**src/rtl/core/tscg_pkg.sv**
```systemverilog
// Shared types and constants for the tempo-synced clock generator.
// Used by the front end, the executor and the top level; no dependencies.
package tscg_pkg;

    // Fixed field widths.
    localparam int unsigned KIND_W  = 2;
    localparam int unsigned BPM_W   = 17;
    localparam int unsigned DIV_W   = 5;
    localparam int unsigned BEAT_W  = 22;
    localparam int unsigned RATE_W  = 18;

    // Minimum tempo in Q.8 bpm (one beat per minute).
    localparam logic [BPM_W-1:0] TEMPO_MIN   = 17'd256;
    localparam logic [BPM_W-1:0] TEMPO_RESET = 17'd30720;
    localparam logic [RATE_W-1:0] RATE_RESET = 18'd48000;

    // Divider sizing: the widest dividend is rate*60*beat (46 bits).
    localparam int unsigned DIV_NUM_W = 46;
    localparam int unsigned DIV_CNT_W = 6;
    // rate*120*256 fits in 33 bits.
    localparam int unsigned PER_NUM_W = 33;
    // rate*60*beat/(tempo*256) fits in 30 bits since tempo is at least 256.
    localparam int unsigned TGT_W     = 30;
    // tempo*256 divisor width.
    localparam int unsigned TDEN_W    = 25;
    // tempo*divisions divisor width.
    localparam int unsigned PDEN_W    = 22;

    // Classified item codes.
    localparam logic [1:0] CMD_TICK  = 2'd0;
    localparam logic [1:0] CMD_BLOCK = 2'd1;
    localparam logic [1:0] CMD_HOST  = 2'd2;
    localparam logic [1:0] CMD_NONE  = 2'd3;

    // Input kind codes.
    localparam logic [KIND_W-1:0] KIND_TICK  = 2'd0;
    localparam logic [KIND_W-1:0] KIND_BLOCK = 2'd1;
    localparam logic [KIND_W-1:0] KIND_HOST  = 2'd2;

    // One classified item as it sits in the queue.
    typedef struct packed {
        logic [1:0]        op;
        logic [BPM_W-1:0]  bpm;       // already clamped to TEMPO_MIN
        logic [DIV_W-1:0]  div;       // zero already replaced by one
        logic              sync;
        logic              has_bpm;
        logic              has_beat;
        logic [BEAT_W-1:0] beat;
    } t_cmd;

    // Clamp a tempo to one bpm at least.
    function automatic logic [BPM_W-1:0] clamp_tempo(input logic [BPM_W-1:0] t);
        return (t < TEMPO_MIN) ? TEMPO_MIN : t;
    endfunction

endpackage

```
**src/rtl/core/tscg_front.sv**
```systemverilog
// Front end: takes input transfers, classifies them and queues them.
// Depends on tscg_pkg.
module tscg_front
    import tscg_pkg::*;
(
    input  logic              i_clk,
    input  logic              i_rst_n,
    input  logic              i_in_valid,
    output logic              o_in_ready,
    input  logic [KIND_W-1:0] i_kind,
    input  logic [BPM_W-1:0]  i_control_bpm,
    input  logic [DIV_W-1:0]  i_divisions_in,
    input  logic              i_sync_on,
    input  logic              i_has_host_bpm,
    input  logic [BPM_W-1:0]  i_host_bpm,
    input  logic              i_has_beat,
    input  logic [BEAT_W-1:0] i_host_beat,
    output logic              o_cmd_valid,
    input  logic              i_cmd_ready,
    output t_cmd              o_cmd
);

    t_cmd       r_mem [2];
    logic       r_wr_ptr;
    logic       r_rd_ptr;
    logic [1:0] r_count;
    t_cmd       w_cmd;
    logic       w_push;
    logic       w_pop;

    // Classify the incoming item and normalize its fields.
    always_comb begin
        w_cmd          = '0;
        w_cmd.div      = (i_divisions_in == '0) ? DIV_W'(1) : i_divisions_in;
        w_cmd.sync     = i_sync_on;
        w_cmd.has_bpm  = i_has_host_bpm;
        w_cmd.has_beat = i_has_beat;
        w_cmd.beat     = i_host_beat;
        unique case (i_kind)
            KIND_TICK: begin
                w_cmd.op  = CMD_TICK;
                w_cmd.bpm = TEMPO_MIN;
            end
            KIND_BLOCK: begin
                w_cmd.op  = CMD_BLOCK;
                w_cmd.bpm = clamp_tempo(i_control_bpm);
            end
            KIND_HOST: begin
                w_cmd.op  = CMD_HOST;
                w_cmd.bpm = clamp_tempo(i_host_bpm);
            end
            default: begin
                w_cmd.op  = CMD_NONE;
                w_cmd.bpm = TEMPO_MIN;
            end
        endcase
    end

    // Unused kinds are taken but never queued.
    assign o_in_ready  = (r_count != 2'd2);
    assign w_push      = i_in_valid && o_in_ready && (w_cmd.op != CMD_NONE);
    assign o_cmd_valid = (r_count != 2'd0);
    assign w_pop       = o_cmd_valid && i_cmd_ready;
    assign o_cmd       = r_mem[r_rd_ptr];

    // Two-entry queue storage.
    always_ff @(posedge i_clk) begin
        if (w_push) begin
            r_mem[r_wr_ptr] <= w_cmd;
        end
    end

    // Queue pointers and fill count.
    always_ff @(posedge i_clk) begin
        if (!i_rst_n) begin
            r_wr_ptr <= 1'b0;
            r_rd_ptr <= 1'b0;
            r_count  <= 2'd0;
        end else begin
            if (w_push) begin
                r_wr_ptr <= ~r_wr_ptr;
            end
            if (w_pop) begin
                r_rd_ptr <= ~r_rd_ptr;
            end
            if (w_push && !w_pop) begin
                r_count <= r_count + 2'd1;
            end else if (w_pop && !w_push) begin
                r_count <= r_count - 2'd1;
            end
        end
    end

endmodule

```
**src/rtl/core/tscg_div.sv**
```systemverilog
// Radix-2 restoring divider, one quotient bit per cycle.
// Dividend arrives left-aligned; i_steps gives its significant width. Uses tscg_pkg.
module tscg_div
    import tscg_pkg::*;
#(
    parameter int unsigned NUM_W = 46,
    parameter int unsigned DEN_W = 25
) (
    input  logic                 i_clk,
    input  logic                 i_rst_n,
    input  logic                 i_start,
    input  logic [NUM_W-1:0]     i_num,
    input  logic [DEN_W-1:0]     i_den,
    input  logic [DIV_CNT_W-1:0] i_steps,
    output logic                 o_busy,
    output logic                 o_done,
    output logic [NUM_W-1:0]     o_quot,
    output logic [DEN_W-1:0]     o_rem
);

    logic [NUM_W-1:0]     r_q;
    logic [DEN_W-1:0]     r_r;
    logic [DEN_W-1:0]     r_d;
    logic [DIV_CNT_W-1:0] r_cnt;
    logic                 r_busy;
    logic                 r_done;
    logic [DEN_W:0]       w_rem_sh;
    logic                 w_ge;
    logic [DEN_W:0]       w_diff;

    // One shift-compare-subtract step.
    assign w_rem_sh = {r_r, r_q[NUM_W-1]};
    assign w_ge     = (w_rem_sh >= {1'b0, r_d});
    assign w_diff   = w_rem_sh - {1'b0, r_d};

    // Datapath registers.
    always_ff @(posedge i_clk) begin
        if (i_start) begin
            r_q <= i_num;
            r_r <= '0;
            r_d <= i_den;
        end else if (r_busy) begin
            r_q <= {r_q[NUM_W-2:0], w_ge};
            r_r <= w_ge ? w_diff[DEN_W-1:0] : w_rem_sh[DEN_W-1:0];
        end
    end

    // Step counter and status.
    always_ff @(posedge i_clk) begin
        if (!i_rst_n) begin
            r_cnt  <= '0;
            r_busy <= 1'b0;
            r_done <= 1'b0;
        end else begin
            r_done <= 1'b0;
            if (i_start) begin
                r_cnt  <= i_steps;
                r_busy <= 1'b1;
            end else if (r_busy) begin
                r_cnt <= r_cnt - DIV_CNT_W'(1);
                if (r_cnt == DIV_CNT_W'(1)) begin
                    r_busy <= 1'b0;
                    r_done <= 1'b1;
                end
            end
        end
    end

    assign o_busy = r_busy;
    assign o_done = r_done;
    assign o_quot = r_q;
    assign o_rem  = r_r;

endmodule

```
**src/rtl/core/tscg_exec.sv**
```systemverilog
// Back end: holds the clock state, runs ticks, host updates and block starts.
// Depends on tscg_pkg and tscg_div.
module tscg_exec
    import tscg_pkg::*;
#(
    parameter int unsigned COUNTER_WIDTH = 25
) (
    input  logic              i_clk,
    input  logic              i_rst_n,
    input  logic              i_cmd_valid,
    output logic              o_cmd_ready,
    input  t_cmd              i_cmd,
    input  logic              i_cfg_valid,
    input  logic [RATE_W-1:0] i_cfg_data,
    output logic              o_out_valid,
    input  logic              i_out_ready,
    output logic              o_pulse,
    output logic              o_square
);

    localparam int unsigned CW    = COUNTER_WIDTH;
    localparam int unsigned DEN_W = (CW > TDEN_W) ? CW : TDEN_W;

    // Sequencer states.
    localparam logic [1:0] S_IDLE = 2'd0;
    localparam logic [1:0] S_PREP = 2'd1;
    localparam logic [1:0] S_GO   = 2'd2;
    localparam logic [1:0] S_WAIT = 2'd3;

    // Divider operations of a block start.
    localparam logic [1:0] OP_MOD = 2'd0;  // period with old divisions
    localparam logic [1:0] OP_TGT = 2'd1;  // target phase from beat
    localparam logic [1:0] OP_REM = 2'd2;  // target modulo that period
    localparam logic [1:0] OP_PER = 2'd3;  // new period

    logic [1:0]           r_state;
    logic [1:0]           r_op;
    logic [RATE_W-1:0]    r_rate;
    logic [BPM_W-1:0]     r_tempo;
    logic [BEAT_W-1:0]    r_beat;
    logic [DIV_W-1:0]     r_div;
    logic                 r_last_sync;
    logic [CW-1:0]        r_phase;
    logic [CW-1:0]        r_period;
    logic [CW-2:0]        r_half;
    logic                 r_new_sync;
    logic [DIV_W-1:0]     r_new_div;
    logic [PER_NUM_W-1:0] r_num_per;
    logic [PDEN_W-1:0]    r_den_old;
    logic [PDEN_W-1:0]    r_den_new;
    logic [DIV_NUM_W-1:0] r_num_tgt;
    logic [TDEN_W-1:0]    r_den_tgt;
    logic [TGT_W-1:0]     r_tgt_q;
    logic [CW-1:0]        r_modulus;
    logic                 r_out_valid;
    logic                 r_pulse;
    logic                 r_square;

    logic                 w_out_free;
    logic                 w_pop;
    logic                 w_pop_tick;
    logic [21:0]          w_rate15;
    logic [23:0]          w_rate60;
    logic                 w_div_start;
    logic [DIV_NUM_W-1:0] w_div_num;
    logic [DEN_W-1:0]     w_div_den;
    logic [DIV_CNT_W-1:0] w_div_steps;
    logic                 w_div_busy;
    logic                 w_div_done;
    logic [DIV_NUM_W-1:0] w_quot;
    logic [DEN_W-1:0]     w_rem;
    logic [CW-1:0]        w_quot_sat;

    // A tick needs a free output register; other items are always taken when idle.
    assign w_out_free  = !r_out_valid || i_out_ready;
    assign o_cmd_ready = (r_state == S_IDLE) && ((i_cmd.op != CMD_TICK) || w_out_free);
    assign w_pop       = i_cmd_valid && o_cmd_ready;
    assign w_pop_tick  = w_pop && (i_cmd.op == CMD_TICK);

    // rate*15 and rate*60 by shift and subtract.
    assign w_rate15 = {r_rate, 4'b0} - {4'b0, r_rate};
    assign w_rate60 = {r_rate, 6'b0} - {4'b0, r_rate, 2'b0};

    // Divider operand selection.
    always_comb begin
        case (r_op)
            OP_MOD: begin
                w_div_num   = {r_num_per, {(DIV_NUM_W-PER_NUM_W){1'b0}}};
                w_div_den   = DEN_W'(r_den_old);
                w_div_steps = DIV_CNT_W'(PER_NUM_W);
            end
            OP_TGT: begin
                w_div_num   = r_num_tgt;
                w_div_den   = DEN_W'(r_den_tgt);
                w_div_steps = DIV_CNT_W'(DIV_NUM_W);
            end
            OP_REM: begin
                w_div_num   = {r_tgt_q, {(DIV_NUM_W-TGT_W){1'b0}}};
                w_div_den   = DEN_W'(r_modulus);
                w_div_steps = DIV_CNT_W'(TGT_W);
            end
            default: begin
                w_div_num   = {r_num_per, {(DIV_NUM_W-PER_NUM_W){1'b0}}};
                w_div_den   = DEN_W'(r_den_new);
                w_div_steps = DIV_CNT_W'(PER_NUM_W);
            end
        endcase
    end

    assign w_div_start = (r_state == S_GO);

    tscg_div #(
        .NUM_W (DIV_NUM_W),
        .DEN_W (DEN_W)
    ) u_div (
        .i_clk   (i_clk),
        .i_rst_n (i_rst_n),
        .i_start (w_div_start),
        .i_num   (w_div_num),
        .i_den   (w_div_den),
        .i_steps (w_div_steps),
        .o_busy  (w_div_busy),
        .o_done  (w_div_done),
        .o_quot  (w_quot),
        .o_rem   (w_rem)
    );

    // Period quotients saturate at the counter's full scale.
    assign w_quot_sat = (|w_quot[DIV_NUM_W-1:CW]) ? {CW{1'b1}} : w_quot[CW-1:0];

    // Sample rate register; user writes only while block is idle; not enforced.
    always_ff @(posedge i_clk) begin
        if (!i_rst_n) begin
            r_rate <= RATE_RESET;
        end else if (i_cfg_valid) begin
            r_rate <= i_cfg_data;
        end
    end

    // Operand products for a block start.
    always_ff @(posedge i_clk) begin
        if (r_state == S_PREP) begin
            r_num_per <= {w_rate15, 11'b0};
            r_den_old <= PDEN_W'(r_tempo) * PDEN_W'(r_div);
            r_den_new <= PDEN_W'(r_tempo) * PDEN_W'(r_new_div);
            r_num_tgt <= DIV_NUM_W'(w_rate60) * DIV_NUM_W'(r_beat);
            r_den_tgt <= {r_tempo, 8'b0};
        end
    end

    // Main sequencer and clock state.
    always_ff @(posedge i_clk) begin
        if (!i_rst_n) begin
            r_state     <= S_IDLE;
            r_op        <= OP_PER;
            r_tempo     <= TEMPO_RESET;
            r_beat      <= '0;
            r_div       <= DIV_W'(1);
            r_last_sync <= 1'b0;
            r_phase     <= '0;
            r_period    <= '0;
            r_half      <= '0;
            r_new_sync  <= 1'b0;
            r_new_div   <= DIV_W'(1);
            r_tgt_q     <= '0;
            r_modulus   <= '0;
        end else begin
            unique case (r_state)
                S_IDLE: begin
                    if (w_pop) begin
                        case (i_cmd.op)
                            CMD_TICK: begin
                                r_phase <= (r_phase >= r_period) ? CW'(1)
                                                                 : r_phase + CW'(1);
                            end
                            CMD_BLOCK: begin
                                if (!i_cmd.sync) begin
                                    r_tempo <= i_cmd.bpm;
                                end
                                r_new_sync <= i_cmd.sync;
                                r_new_div  <= i_cmd.div;
                                r_state    <= S_PREP;
                            end
                            CMD_HOST: begin
                                if (i_cmd.has_bpm) begin
                                    r_tempo <= i_cmd.bpm;
                                end
                                if (i_cmd.has_beat) begin
                                    r_beat <= i_cmd.beat;
                                end
                            end
                            default: begin
                            end
                        endcase
                    end
                end
                S_PREP: begin
                    r_op    <= (r_new_sync != r_last_sync) ? OP_MOD : OP_PER;
                    r_state <= S_GO;
                end
                S_GO: begin
                    r_state <= S_WAIT;
                end
                S_WAIT: begin
                    if (w_div_done) begin
                        unique case (r_op)
                            OP_MOD: begin
                                r_modulus <= w_quot_sat;
                                r_op      <= OP_TGT;
                                r_state   <= S_GO;
                            end
                            OP_TGT: begin
                                r_tgt_q <= w_quot[TGT_W-1:0];
                                r_state <= S_GO;
                                // A zero period realigns the phase to zero.
                                if (r_modulus == '0) begin
                                    r_phase     <= '0;
                                    r_last_sync <= r_new_sync;
                                    r_op        <= OP_PER;
                                end else begin
                                    r_op <= OP_REM;
                                end
                            end
                            OP_REM: begin
                                r_phase     <= w_rem[CW-1:0];
                                r_last_sync <= r_new_sync;
                                r_op        <= OP_PER;
                                r_state     <= S_GO;
                            end
                            default: begin
                                r_period <= w_quot_sat;
                                r_half   <= w_quot_sat[CW-1:1];
                                r_div    <= r_new_div;
                                r_state  <= S_IDLE;
                            end
                        endcase
                    end
                end
                default: begin
                    r_state <= S_IDLE;
                end
            endcase
        end
    end

    // Result register for ticks.
    always_ff @(posedge i_clk) begin
        if (!i_rst_n) begin
            r_out_valid <= 1'b0;
        end else if (w_pop_tick) begin
            r_out_valid <= 1'b1;
        end else if (i_out_ready) begin
            r_out_valid <= 1'b0;
        end
    end

    always_ff @(posedge i_clk) begin
        if (w_pop_tick) begin
            r_pulse  <= (r_phase >= r_period);
            r_square <= (r_phase >= r_period) || (r_phase < {1'b0, r_half});
        end
    end

    assign o_out_valid = r_out_valid;
    assign o_pulse     = r_pulse;
    assign o_square    = r_square;

    // The divider finishes only while the sequencer waits on it.
    assert property (@(posedge i_clk) disable iff (!i_rst_n)
        w_div_done |-> (r_state == S_WAIT))
        else $error("divider finished outside the wait state");

    // The divider is never restarted while it is still running.
    assert property (@(posedge i_clk) disable iff (!i_rst_n)
        w_div_start |-> !w_div_busy)
        else $error("divider restarted while busy");

    // Half period always tracks the period.
    assert property (@(posedge i_clk) disable iff (!i_rst_n)
        r_half == r_period[CW-1:1])
        else $error("half period out of step with period");

    // Tempo and divisions never fall below their minimums.
    assert property (@(posedge i_clk) disable iff (!i_rst_n)
        (r_tempo >= TEMPO_MIN) && (r_div != '0))
        else $error("tempo or divisions below minimum");

    // A taken tick always leaves a result waiting.
    assert property (@(posedge i_clk) disable iff (!i_rst_n)
        w_pop_tick |=> r_out_valid)
        else $error("tick taken without a result");

endmodule

```
**src/rtl/core/tempo_synced_clock_generator_core.sv**
```systemverilog
// Tempo-synced clock generator: a sample tick gives one pulse and square bit,
// with a period set by a Q.8 tempo and a division count. A block start makes
// one pass of the shared one-bit-per-cycle divider over a 33-bit dividend.
// When the sync setting changes, three more divider passes (33, 46 and 30
// bits) first realign the phase to the host beat, or two (33 and 46 bits)
// when the realigning period is zero. A two-entry queue lets new items arrive
// while a block start runs, and a result register lets the next item be taken
// while a result waits; a tick is taken only once the waiting result is
// accepted.
// Depends on tscg_pkg, tscg_front, tscg_exec and tscg_div.
module tempo_synced_clock_generator_core
    import tscg_pkg::*;
#(
    parameter int unsigned COUNTER_WIDTH = 25
) (
    input  logic              i_clk,
    input  logic              i_rst_n,
    input  logic              i_cfg_valid,
    output logic              o_cfg_ready,
    input  logic [RATE_W-1:0] i_cfg_data,
    input  logic              i_in_valid,
    output logic              o_in_ready,
    input  logic [KIND_W-1:0] i_kind,
    input  logic [BPM_W-1:0]  i_control_bpm,
    input  logic [DIV_W-1:0]  i_divisions_in,
    input  logic              i_sync_on,
    input  logic              i_has_host_bpm,
    input  logic [BPM_W-1:0]  i_host_bpm,
    input  logic              i_has_beat,
    input  logic [BEAT_W-1:0] i_host_beat,
    output logic              o_out_valid,
    input  logic              i_out_ready,
    output logic              o_pulse,
    output logic              o_square
);

    t_cmd w_cmd;
    logic w_cmd_valid;
    logic w_cmd_ready;

    // Configuration writes are always taken.
    assign o_cfg_ready = 1'b1;

    tscg_front u_front (
        .i_clk          (i_clk),
        .i_rst_n        (i_rst_n),
        .i_in_valid     (i_in_valid),
        .o_in_ready     (o_in_ready),
        .i_kind         (i_kind),
        .i_control_bpm  (i_control_bpm),
        .i_divisions_in (i_divisions_in),
        .i_sync_on      (i_sync_on),
        .i_has_host_bpm (i_has_host_bpm),
        .i_host_bpm     (i_host_bpm),
        .i_has_beat     (i_has_beat),
        .i_host_beat    (i_host_beat),
        .o_cmd_valid    (w_cmd_valid),
        .i_cmd_ready    (w_cmd_ready),
        .o_cmd          (w_cmd)
    );

    tscg_exec #(
        .COUNTER_WIDTH (COUNTER_WIDTH)
    ) u_exec (
        .i_clk       (i_clk),
        .i_rst_n     (i_rst_n),
        .i_cmd_valid (w_cmd_valid),
        .o_cmd_ready (w_cmd_ready),
        .i_cmd       (w_cmd),
        .i_cfg_valid (i_cfg_valid),
        .i_cfg_data  (i_cfg_data),
        .o_out_valid (o_out_valid),
        .i_out_ready (i_out_ready),
        .o_pulse     (o_pulse),
        .o_square    (o_square)
    );

endmodule

```
**config.mk**
```make
export PLATFORM = sky130hd
export DESIGN_NAME = tempo_synced_clock_generator_core
export DESIGN_NICKNAME = d
export VERILOG_FILES = /design/src/rtl/core/tscg_pkg.sv /design/src/rtl/core/tscg_front.sv /design/src/rtl/core/tscg_div.sv /design/src/rtl/core/tscg_exec.sv /design/src/rtl/core/tempo_synced_clock_generator_core.sv
export SDC_FILE = /design/constraint.sdc
export NUM_CORES = 2
export LEC_CHECK = 0
export ABC_AREA = 1
export BUFFER_PORTS_ARGS = -buffer_cell sky130_fd_sc_hd__buf_2
export CORE_MARGIN = 2
export CORE_UTILIZATION = 45
export CTS_BUF_LIST = sky130_fd_sc_hd__clkbuf_8
export DETAILED_ROUTE_END_ITERATION = 6
export HOLD_SLACK_MARGIN = 0.15
export PLACE_DENSITY = 0.61
export SYNTH_ARGS = -nofsm -noshare
export SYNTH_HDL_FRONTEND = slang
export SYNTH_SLANG_ARGS = --single-unit
```
**constraint.sdc**
```tcl
create_clock -name i_clk -period 10.5 [get_ports i_clk]
set_input_delay 0.525 -clock i_clk [delete_from_list [all_inputs] [get_ports i_clk]]
set_output_delay 0.525 -clock i_clk [all_outputs]
set_load 0.02 [all_outputs]
```
# Yosys cells after proc, flatten, opt, wreduce, memory -nomap -nowiden

Memories as Yosys holds them, arrays and structs flattened. A register that Yosys moved wholly into a read port is not among the register bits.
Cells that the tools add are included.

Multipliers: 3
Bitwise operators: 5
Multiplexer cells: 47
$add $sub $neg: 7
Magnitude comparators: 5
Reduce and logical (&&, ||, !) cells: 41
Equal/unequal tests: 23

Operators by type and width:

| cell                                                                           | number |
|---|---|
| 25-bit two-way mux                                                             | 7 |
| 25-bit one-hot mux with 2 select lines                                         | 2 |
| 46-bit two-way mux                                                             | 2 |
| 46-bit one-hot mux with 2 select lines                                         | 1 |
| 25-bit one-hot mux with 3 select lines                                         | 1 |
| 17-bit two-way mux                                                             | 4 |
| 19-bit one-hot mux with 3 select lines                                         | 1 |
| 24-bit by 22-bit multiplier with 46-bit output                                 | 1 |
| 17-bit by 5-bit multiplier with 22-bit output                                  | 2 |
| 17-bit by 9-bit less-than comparator with 1-bit output (second input constant) | 2 |
| 17-bit one-hot mux with 2 select lines                                         | 1 |
| 26-bit by 25-bit greater-or-equal comparator with 1-bit output                 | 1 |
| 25-bit by 1-bit adder with 25-bit output (second input constant)               | 1 |
| 25-bit greater-or-equal comparator                                             | 1 |
| 25-bit logical NOT                                                             | 1 |
| 25-bit by 24-bit less-than comparator with 1-bit output                        | 1 |
| 25-bit subtractor                                                              | 1 |
| 24-bit by 20-bit subtractor with 24-bit output                                 | 1 |
| 22-bit by 18-bit subtractor with 22-bit output                                 | 1 |
| 21-bit OR reduction                                                            | 1 |
| 3-bit AND reduction                                                            | 6 |
| 2-bit nonzero test                                                             | 9 |
| 2-bit two-way mux                                                              | 8 |
| 1-bit two-way mux                                                              | 12 |
| other kinds (28)                                                               | 63 |

Bits in writable memories: 98
Output and inout bits: 5
Register bits after elaboration: 442
Memories kept: 1
Input bits: 89

Memory list:

| memory        | depth | bits a word | read ports | clocked after memory_dff | wr ports | RTL line         | RTL |
|---|---|---|---|---|---|---|---|
| u_front.r_mem | 2     | 49          | 1          | 1                        | 1        | tscg_front.sv:23 | `t_cmd r_mem [2];` |

# Logic depth before layout (Yosys ltp)

Depth after elaboration: 9
Gate-level depth with buffers: 38
Gate-level depth less buffers: 37

# Hierarchy

From an unflattened synthesis, not the netlist that was laid out.

Cell total of the unflattened synthesis: 5,963
Area total of the unflattened synthesis: 47,336.6 µm²

Modules (own cells, without submodules):

| module                            | instances | area each (µm²) | seq. area each (µm²) | cells an instance |
|---|---|---|---|---|
| tscg_exec                         | 1         | 36,656.4        | 7,457.2              | 4,796 |
| tscg_div                          | 1         | 6,422.4         | 2,792.7              | 877 |
| tscg_front                        | 1         | 4,246.6         | 3,042.9              | 288 |
| tempo_synced_clock_generator_core | 1         | 11.3            | 0.0                  | 2 |

# Worst setup path after synthesis

No wires, ideal clock.

Kind: register to register
From: register u_exec.r_rate[2]
To: register u_exec.r_num_tgt[45] (data pin)
Data arrival time: 6.506 ns
Slack: 3.742 ns
Clock period less this slack: 6.758 ns
Stages on the path, launching flop included: 32
Library setup time: 0.252 ns
Cells stage by stage: dfxtp_1 -> ha_1 -> a21oi_1 -> o21ai_0 -> nand2_1 -> nand2_1 -> a21oi_1 -> or2_0 -> nand2_2 -> inv_2 -> buf_6 -> nand2_1 -> fa_1 -> fa_1 -> fa_1 -> inv_1 -> fa_1 -> inv_1 -> fa_1 -> fa_1 -> fa_1 -> inv_1 -> ha_1 -> nand2_1 -> nor2_1 -> nand2_1 -> nor2_1 -> nand2_1 -> nand3_1 -> nand2_1 -> nand3_1 -> nand2_1

Cells in the longest elaborated chain, start to end: 2

RTL lines:

| what                                           | RTL line         | RTL |
|---|---|---|
| from (decl)                                    | tscg_exec.sv:38  | `logic [RATE_W-1:0] r_rate;` |
| from (signal assigned)                         | tscg_exec.sv:136 | `r_rate <= i_cfg_data;` |
| 24-bit by 20-bit subtractor with 24-bit output | tscg_exec.sv:82  | `assign w_rate60 = {r_rate, 6'b0} - {4'b0, r_rate, 2'b0};` |
| 24-bit by 22-bit multiplier with 46-bit output | tscg_exec.sv:146 | `r_num_tgt <= DIV_NUM_W'(w_rate60) * DIV_NUM_W'(r_beat);` |
| to (signal assigned)                           | tscg_exec.sv:146 |  |
| to (decl)                                      | tscg_exec.sv:51  | `logic [DIV_NUM_W-1:0] r_num_tgt;` |

Every way passes these cells.
A chain may end at the register's enable or synchronous reset.

# Worst setup path in the final report

From: register u_exec.r_rate[0]
To: register u_exec.r_num_tgt[45] (data pin)

The elaborated chain is that of the path after synthesis.

==> flow_summary.ini <==
[status]
outcome = complete, no violations

[synthesis]
yosysMostFrequentCell = nand2_1
async_flop_share = 0
syn_avg_cell_area_um2 = 7.97
netlist_top_cells_count = nand2_1 (1454), inv_1 (1069), nor2_1 (580)
synth_largest_area_cell = fa_1
synth_top_flop_cell = edfxtp_1
synth_area_um2 = 46700
ys_types = 60
syn_inst = 5859
yosysWarnings = 0
ys_seq_area_frac = 0.285
synthesis.nets = 6756
ys_ff_latch = 515
synth_edf_count = 298
yosysTopAreaCellShare = 0.209
synthTopCellsByArea = fa_1 (21%), edfxtp_1 (19%), nand2_1 (12%)

[drt]
routedWlPerCell_um = 18.9
route.detailed.drc = 0
num_vias = 38800
first_pass_iters = 6
ant_nets = 0
wl_mm = 139
drt_first_iter_violations = 3339
via_per_inst = 5.26

[critical_path]
max_stage_delay_ns = 0.62
worst_ep_required_time_ns = 10.95
rr_startpoint = u_exec.r_rate[0]
cp-end-kind = flip-flop
critPathLaunchType = flip-flop
crit_path_frequent_cell = nand2_1
worstSetupPathType = reg2reg
reg2regPathDepth = 32
crit_arrival_ns = 8.98
critical_path.reg2reg.endpoint = u_exec.r_num_tgt[45]
regToRegSetupSlack_ns = 1.97
critPathLaunch = u_exec.r_rate[0]
cp_max_fo = 13
cpMaxStageDelayCell = dfxtp_1
cp-endpoint = u_exec.r_num_tgt[45]

[floorplanning]
core-area_um2 = 103000
io_pins = 94
start_util = 0.453
die_w_um = 326
die_area_um2 = 106000
rows = 118
die_y_um = 326

[clock_network]
h-tree-depth = 3
postCtsHoldBufs = 59
clkTransAtPathRegs_ns = 0.06
cts_setup_buffers = 0
clk_path_buf_depth = 3
clk_latency_ns = 0.72
clock-root-buffer = clkbuf_8
cts_resized = 0
cts_buffers = 88
cts_sinks = 515
tritoncts = done

[pwr]
power-per-cell-area_nw_per_um2 = 205
ir_drop_v = 0.000161
p_int_mw = 5.55
power.switching_mw = 4.84
p_total_mw = 10.4
clkPwrFrac = 0.184
switching_share = 0.466
p_seq_frac = 0.298
p_leak_nw = 24.9
power_frac_comb = 0.517

[sta]
period_minus_slack_ns = 8.53
hold_violations = 0
setup_violations = 0
rsz0062_at_grt = false
tightest_slew_ns = 1.20
tns_ns = 0
slew_violations = 0
fin_skew_ns = 0.0443
fmax_ghz = 0.117
post-route-period-util = 0.813
slew_headroom = 0.199

[layout]
drive_above_1_share = 0.0562
syn_to_final_growth_pct = 8.53
final_nets = 6805

[worst_hold_path]
hold_class = in2reg

[grt]
globalRoute.totalOverflow = 0
grt_max_degree = 89
antenna_found_initial = 2
grt_pass1_vias = 38200
track_usage = 0.261
grt_pass1_wl_mm = 218

[placed_design]
place_congestion = 0.969
io_buffers = 92
hpwlAfterDp_mm = 106

[run]
cap_violations = 0
## per-stage QoR
step / setup WS (ns) / instance area, um2 / util / hold slack (ns) / cells
final: 1.97 / 50700 / 0.491 / 0.214 / 7362
after global routing: 1.59 / 50700 / 0.491 / 0.206 / 7362
after CTS: 2.10 / 50700 / 0.491 / 0.153 / 7361
after detailed placement: 2.11 / 48200 / 0.467 / 0.440 / 7139
after global placement: 2.10 / 48200 / 0.467 / 0.434 / 7139
after floorplan: 3.74 / 46700 / - / 0.425 / 5859
## cells by family after synthesis
kind of cell             synth area share
AND/OR/NAND/NOR                     0.206
buffers and inverters               0.110
adder cells (fa/ha/maj)             0.295
AO/OA/AOI/OAI                      0.0864
flip-flops                          0.285
XOR/XNOR                           0.0173
other                           0.0000803
## cells in the final DEF, fill, tap and decap left out, types with 17 or more instances in the layout
| cell | count |
|---|---|
| a21oi_1 | 308 |
| a31oi_1 | 40 |
| buf_2 | 91 |
| buf_4 | 47 |
| clkbuf_8 | 104 |
| clkinv_1 | 25 |
| dfxtp_1 | 216 |
| dlygate4sd3_1 | 59 |
| edfxtp_1 | 298 |
| fa_1 | 488 |
| ha_1 | 317 |
| inv_1 | 1088 |
| inv_2 | 19 |
| nand2_1 | 1454 |
| nand3_1 | 180 |
| nand4_1 | 88 |
| nor2_1 | 575 |
| o211ai_1 | 17 |
| o21ai_0 | 262 |
| xnor2_1 | 19 |
| xor2_1 | 73 |
## critical path: cells and delay by family (launching register included)
family | cells | cell delay (ns)
adder cells (fa/ha/maj) | 9 | 4.35
flip-flops | 1 | 0.62
AND/OR/NAND/NOR | 18 | 2.26
buffers and inverters | 5 | 1.05
## state kept, by name, summed over array words and instances, names as in the netlist, 5 cells and up, named ones only
register             count
u_exec.r_num_tgt        44
u_exec.r_div             5
u_exec.r_modulus        25
u_exec.u_div.o_quot     46
u_exec.u_div.r_cnt       6
u_exec.r_phase          25
u_exec.r_num_per        22
u_exec.r_beat           22
u_exec.u_div.o_rem      25
u_exec.r_new_div         5
u_front.r_mem           98
u_exec.r_rate           18
u_exec.u_div.r_d        25
u_exec.r_den_old        22
u_exec.r_den_tgt        17
u_exec.r_half           24
u_exec.r_den_new        22
u_exec.r_tgt_q          30
u_exec.r_tempo          17
## cell type report
| type | count | area [um2] |
|---|---|---|
| Fill cell | 10100 | 52500 |
| Sequential cell | 515 | 13300 |
| Antenna cell | 1 | 2.50 |
| Timing Repair Buffer | 197 | 1400 |
| Clock buffer | 104 | 1430 |
| Clock inverter | 59 | 422 |
| Multi-Input combinational cell | 4009 | 28300 |
| Tap cell | 1380 | 1730 |
| Inverter | 1097 | 4120 |
## power groups by stage
stage                     registers, mW  clock network [mW]  logic (mW)
after floorplan                    2.89                   0        3.83
after global placement             3.14                   0        5.22
after detailed placement           3.14                   0        5.30
after CTS                          3.10                1.95        5.34
after global routing               3.15                2.04        6.08
final                              3.10                1.91        5.38
## layer usage
| layer | global-route usage | part of all wire |
|---|---|---|
| met3 | 0.0438 | 0.069 |
| met1 | 0.372 | 0.46 |
| met2 | 0.411 | 0.45 |
| met4 | 0.0727 | 0.028 |
| met5 | 0 | 0.00028 |
## worst min-delay path by stage
stage                            startpoint              endpoint  cells past startpoint
after global routing          i_host_bpm[7]  u_front.r_mem[0][37]                      3
after floorplan           u_exec.r_tgt_q[0]     u_exec.r_tgt_q[0]                      2
after global placement    u_exec.r_tgt_q[7]     u_exec.r_tgt_q[7]                      2
final                           i_cfg_valid      u_exec.r_rate[7]                      2
after CTS                       i_cfg_valid      u_exec.r_rate[9]                      2
after detailed placement  u_exec.r_tgt_q[0]     u_exec.r_tgt_q[0]                      2
Power figures use the tool's default switching activity.
